## config.mk

```make
export PLATFORM = sky130hd
export DESIGN_NAME = nau_lane_alu
export DESIGN_NICKNAME = d
export VERILOG_FILES = /design/src/sv/nnue_accumulator_update_unit_defines.svh /design/src/sv/nau_pkg.sv /design/src/sv/nau_lane_alu.sv
export SDC_FILE = /design/constraint.sdc
export NUM_CORES = 1
export LEC_CHECK = 0
export BUFFER_PORTS_ARGS = -buffer_cell sky130_fd_sc_hd__buf_2
export CAP_MARGIN = 5
export CORE_AREA = 8 8 398 400
export DETAILED_ROUTE_END_ITERATION = 6
export DIE_AREA = 0 0 406 408
export PLACE_DENSITY = 0.33
export SETUP_SLACK_MARGIN = 0.5
export SLEW_MARGIN = 20
export SYNTH_ARGS = -nofsm -noshare
export SYNTH_HDL_FRONTEND = slang
export SYNTH_SLANG_ARGS = --single-unit
```

## constraint.sdc

```tcl
create_clock -name vclk -period 12.1
set_input_delay 2.42 -clock vclk [all_inputs]
set_output_delay 2.42 -clock vclk [all_outputs]
set_load 0.03 [all_outputs]
```

## src/sv/nnue_accumulator_update_unit_defines.svh

```systemverilog
// Assertion macros for the accumulator update unit.
`ifndef NNUE_ACCUMULATOR_UPDATE_UNIT_DEFINES_SVH
`define NNUE_ACCUMULATOR_UPDATE_UNIT_DEFINES_SVH
`ifndef ASSERT_OFF
`define NAU_ASSERT_IMP(lbl, clk_s, rstn_s, a, b) \
  lbl: assert property (@(posedge clk_s) disable iff (!(rstn_s)) (a) |-> (b)) \
    else $error("assertion failed");
`define NAU_ASSERT_NXT(lbl, clk_s, rstn_s, a, b) \
  lbl: assert property (@(posedge clk_s) disable iff (!(rstn_s)) (a) |=> (b)) \
    else $error("assertion failed");
`else
`define NAU_ASSERT_IMP(lbl, clk_s, rstn_s, a, b)
`define NAU_ASSERT_NXT(lbl, clk_s, rstn_s, a, b)
`endif
`endif

```

## src/sv/nau_pkg.sv

```systemverilog
// Package with sizes, codes and types of the accumulator update unit.
package nau_pkg;
  localparam int ACC_LEN      = 1024;
  localparam int NUM_FEATURES = 768;
  localparam int LANES        = 16;   // must be a power of two
  localparam int WORDS        = ACC_LEN / LANES;
  localparam int WORD_W       = (WORDS > 1) ? $clog2(WORDS) : 1;
  localparam int LANE_W       = (LANES > 1) ? $clog2(LANES) : 1;
  // The bias vector is kept as one extra row after the last feature row.
  localparam int WADDR_W      = $clog2((NUM_FEATURES + 1) * WORDS);
  localparam int DW           = 16;
  localparam int VW           = LANES * DW;

  localparam logic [2:0] REQ_WR_WEIGHT = 3'd0;
  localparam logic [2:0] REQ_WR_BIAS   = 3'd1;
  localparam logic [2:0] REQ_LOAD_BIAS = 3'd2;
  localparam logic [2:0] REQ_ADD_ROW   = 3'd3;
  localparam logic [2:0] REQ_SUB_ROW   = 3'd4;
  localparam logic [2:0] REQ_MOVE      = 3'd5;
  localparam logic [2:0] REQ_READ      = 3'd6;

  localparam logic [1:0] MOVE_CAPTURE  = 2'd1;
  localparam logic [1:0] MOVE_CASTLE   = 2'd2;

  typedef struct packed {
    logic [2:0]  req_type;
    logic [9:0]  add_feature_1;
    logic [9:0]  add_feature_2;
    logic [9:0]  remove_feature_1;
    logic [9:0]  remove_feature_2;
    logic [1:0]  move_kind;
    logic [9:0]  element_index;
    logic signed [15:0] write_value;
  } in_word_t;

  typedef struct packed {
    logic signed [15:0] read_value;
    logic [2:0]  ack_type;
  } out_word_t;

  typedef struct packed {
    logic copy;
    logic sub;
  } alu_ctrl_t;

  typedef enum logic [2:0] {
    ST_IDLE, ST_SWEEP, ST_DRAIN, ST_FETCH, ST_DONE
  } state_t;
endpackage

```

## src/sv/nau_lane_alu.sv

```systemverilog
// Lane-parallel add, subtract or bias copy for one accumulator word.
module nau_lane_alu import nau_pkg::*; (
  input  logic [VW-1:0] acc_word,
  input  logic [VW-1:0] weight_word,
  input  logic [VW-1:0] bias_word,
  input  alu_ctrl_t     ctrl,
  output logic [VW-1:0] new_word
);
  always_comb begin
    for (int l = 0; l < LANES; l++) begin
      if (ctrl.copy) begin
        new_word[l*DW +: DW] = bias_word[l*DW +: DW];
      end else if (ctrl.sub) begin
        new_word[l*DW +: DW] = acc_word[l*DW +: DW] - weight_word[l*DW +: DW];
      end else begin
        new_word[l*DW +: DW] = acc_word[l*DW +: DW] + weight_word[l*DW +: DW];
      end
    end
  end
endmodule

```

==> results of run 1 <==
cell usage after synthesis (32+ instances only):
library cell / number
ha_1: 256
clkbuf_1: 78
o21a_1: 69
a21oi_1: 242
nor3_1: 114
nand2_1: 278
inv_1: 133
a31oi_1: 50
nand2b_1: 48
o21ai_0: 247
a21o_1: 42
xnor2_1: 325
mux2_2: 40
o31ai_1: 32
nor2_1: 272
xor2_1: 93
stage by stage:
| stage | util | std cells | power [mW] | hold slack, ns |
|---|---|---|---|---|
| final | 0.165 | 5677 | 1.97 | 5.20 |
| after global placement | 0.164 | 5640 | 2.00 | 5.20 |
| after floorplan | - | 2641 | 1.24 | 5.02 |
| after CTS | 0.164 | 5640 | 2.01 | 5.20 |
| after detailed placement | 0.164 | 5640 | 2.00 | 5.20 |
| after global routing | 0.165 | 5659 | 2.14 | 5.21 |
cell families (layout without fill, tap and decap cells):
group	count (synthesis)	in the layout	share of synthesized area
adder cells (fa/ha/maj)	272	272	0.201
AO/OA/AOI/OAI	817	817	0.281
multiplexers	67	67	0.0413
other	0	37	0
XOR/XNOR	418	418	0.209
buffers and inverters	215	1170	0.0460
AND/OR/NAND/NOR	852	852	0.222
path summary, 6_finish.rpt:
check	from	endpoint	slack, ns
max	ctrl[0]	new_word[255]	3.17
min	bias_word[188]	new_word[188]	5.20
power groups by stage:
| stage | Clock, mW | Combinational [mW] | Sequential [mW] |
|---|---|---|---|
| after floorplan | 0 | 1.24 | 0 |
| after global placement | 0 | 2.00 | 0 |
| after detailed placement | 0 | 2.00 | 0 |
| after CTS | 0 | 2.01 | 0 |
| after global routing | 0.000000211 | 2.14 | 0 |
| final | 0.000000413 | 1.97 | 0 |
critical path, cell delays in order:
cell,delay (ns)
buf_8,0.42
buf_12,0.37
nor2_1,0.13
xnor2_1,0.15
ha_1,0.33
o21ai_0,0.19
a21oi_1,0.07
o21ai_0,0.34
a21oi_1,0.23
o41ai_1,0.54
o21ai_0,0.22
xnor2_1,0.23
o21ai_0,0.36
buf_2,0.28
cell type report:
cell class	instances	area (sq um)
diodes	37	92.6
repair buffers	1036	5270
fillers	17900	127000
multi-input cells	2426	16800
well taps	2044	2560
inverters	134	505
placed cells by master (no fill, tap or decap), types with 10 or more instances in the layout:
| cell type | instances |
|---|---|
| a211oi_1 | 25 |
| a21o_1 | 42 |
| a21oi_1 | 242 |
| a31oi_1 | 50 |
| buf_2 | 1024 |
| diode_2 | 37 |
| fa_1 | 16 |
| ha_1 | 256 |
| inv_1 | 133 |
| mux2_2 | 40 |
| mux2i_1 | 26 |
| nand2_1 | 278 |
| nand2b_1 | 48 |
| nand3_1 | 27 |
| nor2_1 | 272 |
| nor2b_1 | 30 |
| nor3_1 | 114 |
| nor3b_1 | 14 |
| nor3b_2 | 13 |
| nor4_1 | 15 |
| o2111ai_1 | 10 |
| o21a_1 | 69 |
| o21ai_0 | 247 |
| o21bai_1 | 28 |
| o31a_1 | 11 |
| o31ai_1 | 32 |
| o41ai_1 | 12 |
| or3_1 | 17 |
| xnor2_1 | 323 |
| xor2_1 | 93 |
metal layers:
layer	vias up	wire [microns]	GRT usage
met3	116	8550	0.0339
met2	709	59800	0.244
met5	-	165	0
met4	24	2400	0.0270
li1	11300	-	-
met1	10300	49400	0.159
==> results.yml, run 1 <==
setup_path:
  start_kind: "primary input"
  path_class: "primary input to primary output"
  worstPathArrival_ns: 6.51
  required_ns: 9.68
  crit_path_end_kind: "primary output"
  crit_path_max_fanout: 112
synth:
  syn-cell-area_sq_um: 17600
  synth.net_count: 3683
  synth_area_leaders: "ha_1 (18%), xnor2_1 (16%), o21ai_0 (7.0%), a21oi_1 (6.9%), nand2_1 (5.9%)"
  netlist.area_leader.share: 0.182
  synth.distinct_cells: 64
  yosys_warnings: 0
  synth_area_per_cell_sq_um: 6.65
  netlist_instances: 2641
  yosys.area.top_type: "ha_1"
  seq_area_frac_synth: 0
sta:
  slew_violations: 0
  rsz0062_at_grt: "no"
  period_minus_slack_ns: 8.93
  hold_viol: 0
  worst_pin_slew_ns: 0.905
  fmax_ghz: 0.112
  setup_viol: 0
  period_share: 0.738
  max-slew-margin-rel: 0.395
  fin_tns_setup_ns: 0
  timing.final.ws_setup_ns: 3.17
min_path:
  hp-class: "primary input to primary output"
  holdPathStages: 4
floorplanning:
  ioPinCount: 1026
  start_util: 0.115
  core.rowCount: 144
  die_area_sq_um: 166000
  core_area_sq_um: 153000
  dieWidth_microns: 406
  fp.dieH_microns: 408
power_and_ir_drop:
  ir_drop_v: 0.0000300
  seq_power_share: 0
  p_per_area_nw_per_um2: 78.2
  p_leak_nw: 11.4
  clkPwrFrac: 0
  switchingPower_mw: 1.27
  switching_share: 0.643
  internal_power_uw: 704
  power_frac_comb: 1.000
cts:
  cts_hold_buffers: 0
  ctsResizeCount: 0
  cts_setup_buffers: 0
final_layout:
  nets: 4640
  design_area_sq_um: 25200
  syn_to_final_growth_pct: 43.5
  layout-drive-gt1-share: 0.307
  clkbuf_count: 0
  seq_cell_count: 0
  seqCellArea_sq_um: 0
placed_design:
  place.port_buffers: 1026
  place_area_sq_um: 25100
  preCtsSetupSlack_ns: 3.11
  place_congestion: 0.888
  dp_hpwl_mm: 111
global_route:
  grt_pass1_wl_mm: 163
  gr-total-overflow: 0
  grt_use_total: 0.135
  antenna_found_initial: 74
  grt_pass1_vias: 22600
  grt_max_degree: 172
drt:
  wl_mm: 120
  drt-wirelength-per-cell_microns: 21.2
  postRouteAntennaNets: 0
  drcViolationCount: 0
  drt_pass1_iterations: 5
  via_per_inst: 3.96
  drt_iter0_markers: 1149
  num_vias: 22500
outcome:
  status: "complete, no violations"
job:
  maxCapViolations: 0
Note: power is estimated with default switching activity, not from simulation.
==> run 2, diff against run 1 <==
--- a/config.mk
+++ b/config.mk
@@ -5,12 +5,13 @@
 export SDC_FILE = /design/constraint.sdc
 export NUM_CORES = 1
 export LEC_CHECK = 0
+export ABC_AREA = 1
 export BUFFER_PORTS_ARGS = -buffer_cell sky130_fd_sc_hd__buf_2
 export CAP_MARGIN = 5
-export CORE_AREA = 8 8 398 400
+export CORE_AREA = 8 8 395 397
 export DETAILED_ROUTE_END_ITERATION = 6
-export DIE_AREA = 0 0 406 408
-export PLACE_DENSITY = 0.33
+export DIE_AREA = 0 0 403 405
+export PLACE_DENSITY = 0.36
 export SETUP_SLACK_MARGIN = 0.5
 export SLEW_MARGIN = 20
 export SYNTH_ARGS = -nofsm -noshare
==> constraint.sdc (replaced) <==
create_clock -name vclk -period 8.5
set_input_delay 1.7 -clock vclk [all_inputs]
set_output_delay 1.7 -clock vclk [all_outputs]
set_load 0.03 [all_outputs]
==> results.yml, run 2 <==
outcome:
  status: "complete, no violations"
final_layout:
  final_cell_mix: "nand2_1 (1,688), buf_2 (1,024), inv_1 (587), nor2_1 (372), nand3_1 (347)"
  final_common_cell: "nand2_1"
  nets: 6355
  multi_input_area_sq_um: 19400
  seq_cell_count: 0
  fillerInstances: 17800
  seqCellArea_sq_um: 0
  layout-drive-gt1-share: 0.214
  fin_cells: 7278
  syn_to_final_growth_pct: 33.7
  clkbuf_count: 0
setup_path:
  required_ns: 6.80
  cpPeakStageDelay_ns: 0.50
  crit_top_cell: "nand2_1"
  critPathLaunch: "weight_word[32]"
  crit_path_end_kind: "primary output"
  path_cells: "buf_2 -> inv_1 -> ha_1 -> inv_1 -> nor2_1 -> nand2_1 -> o31ai_2 -> xnor2_1 -> inv_1 -> ha_1 -> a21oi_1 -> nand2_1 -> nand2_1 -> nand2_1 -> a21oi_1 -> nand2_1 -> nand2_1 -> nand2_1 -> nand2_1 -> buf_2"
  slowest_stage: "nor2_1"
  path_class: "primary input to primary output"
  crit_path_max_fanout: 5
  start_kind: "primary input"
  critPathCapture: "new_word[47]"
  worstPathArrival_ns: 5.03
drt:
  drt-wirelength-per-cell_microns: 19.1
  via_per_inst: 4.22
  drt_pass1_iterations: 5
  num_vias: 30700
  drt_iter0_markers: 1759
  wl_mm: 139
  postRouteAntennaNets: 0
  drcViolationCount: 0
global_route:
  gr-total-overflow: 0
  grt_max_degree: 135
  grt_pass1_wl_mm: 199
  grt_use_total: 0.159
  grt_pass1_vias: 30000
  antenna_found_initial: 76
synth:
  netlist_instances: 4361
  seq_area_frac_synth: 0
  synth_most_common_cell: "nand2_1"
  yosys.area.top_type: "nand2_1"
  yosys_warnings: 0
  synth_area_per_cell_sq_um: 5.03
  synth.net_count: 5403
  synth_area_leaders: "nand2_1 (29%), ha_1 (15%), inv_1 (10%), nand3_1 (7.9%), a21oi_1 (6.5%)"
  synth.distinct_cells: 33
  syn-cell-area_sq_um: 21900
  netlist.area_leader.share: 0.289
  synth_common_cells: "nand2_1 (1,688), inv_1 (587), nor2_1 (372), nand3_1 (347), a21oi_1 (285)"
floorplanning:
  fp.dieH_microns: 405
  dieWidth_microns: 403
  start_util: 0.147
  core_area_sq_um: 149000
  core.rowCount: 142
  die_area_sq_um: 163000
  ioPinCount: 1026
sta:
  period_share: 0.791
  worst_pin_slew_ns: 0.908
  fmax_ghz: 0.149
  hold_viol: 0
  period_minus_slack_ns: 6.73
  fin_tns_setup_ns: 0
  setup_viol: 0
  rsz0062_at_grt: "no"
  max-slew-margin-rel: 0.395
  slew_violations: 0
cts:
  ctsResizeCount: 0
  cts_setup_buffers: 0
  cts_hold_buffers: 0
placed_design:
  place_inst: 7255
  place_congestion: 0.923
  place.port_buffers: 1026
  dp_hpwl_mm: 126
min_path:
  hp-class: "primary input to primary output"
  holdPathStages: 4
power_and_ir_drop:
  ir_drop_v: 0.0000457
  p_per_area_nw_per_um2: 99.6
  p_leak_nw: 17.1
job:
  maxCapViolations: 0
[run 2: kinds of logic after synthesis]
family / Yosys count / share of synthesized area
AO/OA/AOI/OAI: 575 / 0.141
AND/OR/NAND/NOR: 2629 / 0.497
XOR/XNOR: 210 / 0.0838
buffers and inverters: 675 / 0.117
adder cells (fa/ha/maj): 272 / 0.161
[run 2: worst min-delay path by stage]
stage | endpoint | slack (ns) | from
2_1_floorplan | new_word[14] | 3.62 | bias_word[14]
3_3_place_gp | new_word[152] | 3.75 | bias_word[152]
3_5_place_dp | new_word[155] | 3.75 | bias_word[155]
4_1_cts | new_word[155] | 3.75 | bias_word[155]
5_1_grt | new_word[15] | 3.76 | bias_word[15]
6_report | new_word[155] | 3.75 | bias_word[155]
[run 2: report_power, final]
| group | switching (mW) | internal (mW) |
|---|---|---|
| Combinational | 1.96 | 0.963 |
| Sequential | 0 | 0 |
| Clock | 0 | 0.000000398 |
| Total | 1.96 | 0.963 |
[run 2: area by class of cell]
type / instances / share of cell area
Multi-Input combinational cell: 3686 / 0.660
Timing Repair Buffer: 1036 / 0.179
Antenna cell: 23 / 0.00196
Inverter: 589 / 0.0758
Tap cell: 1944 / 0.0829
[run 2: critical path: cells and delay by family]
| family | cells | cell delay [ns] |
|---|---|---|
| simple gates | 9 | 1.38 |
| xor+xnor | 1 | 0.15 |
| fa+ha+maj | 2 | 0.52 |
| buf+inv | 5 | 0.49 |
| compound gates | 3 | 0.79 |
[run 2: through the flow]
stage | setup slack, ns | utilization | power (mW) | cell area, sq um | hold slack, ns
after global placement | 1.56 | 0.196 | 2.94 | 29300 | 3.75
after detailed placement | 1.59 | 0.196 | 2.94 | 29300 | 3.75
after floorplan | 2.64 | - | 1.90 | 21900 | 3.62
after global routing | 1.30 | 0.196 | 3.26 | 29300 | 3.76
final | 1.77 | 0.197 | 2.92 | 29300 | 3.75
after CTS | 1.57 | 0.196 | 2.96 | 29300 | 3.75
[run 2: per-layer routing]
layer / GRT usage / share of wire / wire, microns / up-vias
met5: 0 / 0.00040 / 56 / -
met4: 0.00853 / 0.0094 / 1310 / 10
met3: 0.0187 / 0.047 / 6520 / 126
met2: 0.302 / 0.50 / 70000 / 836
met1: 0.200 / 0.44 / 60800 / 14000
li1: - / - / - / 15800
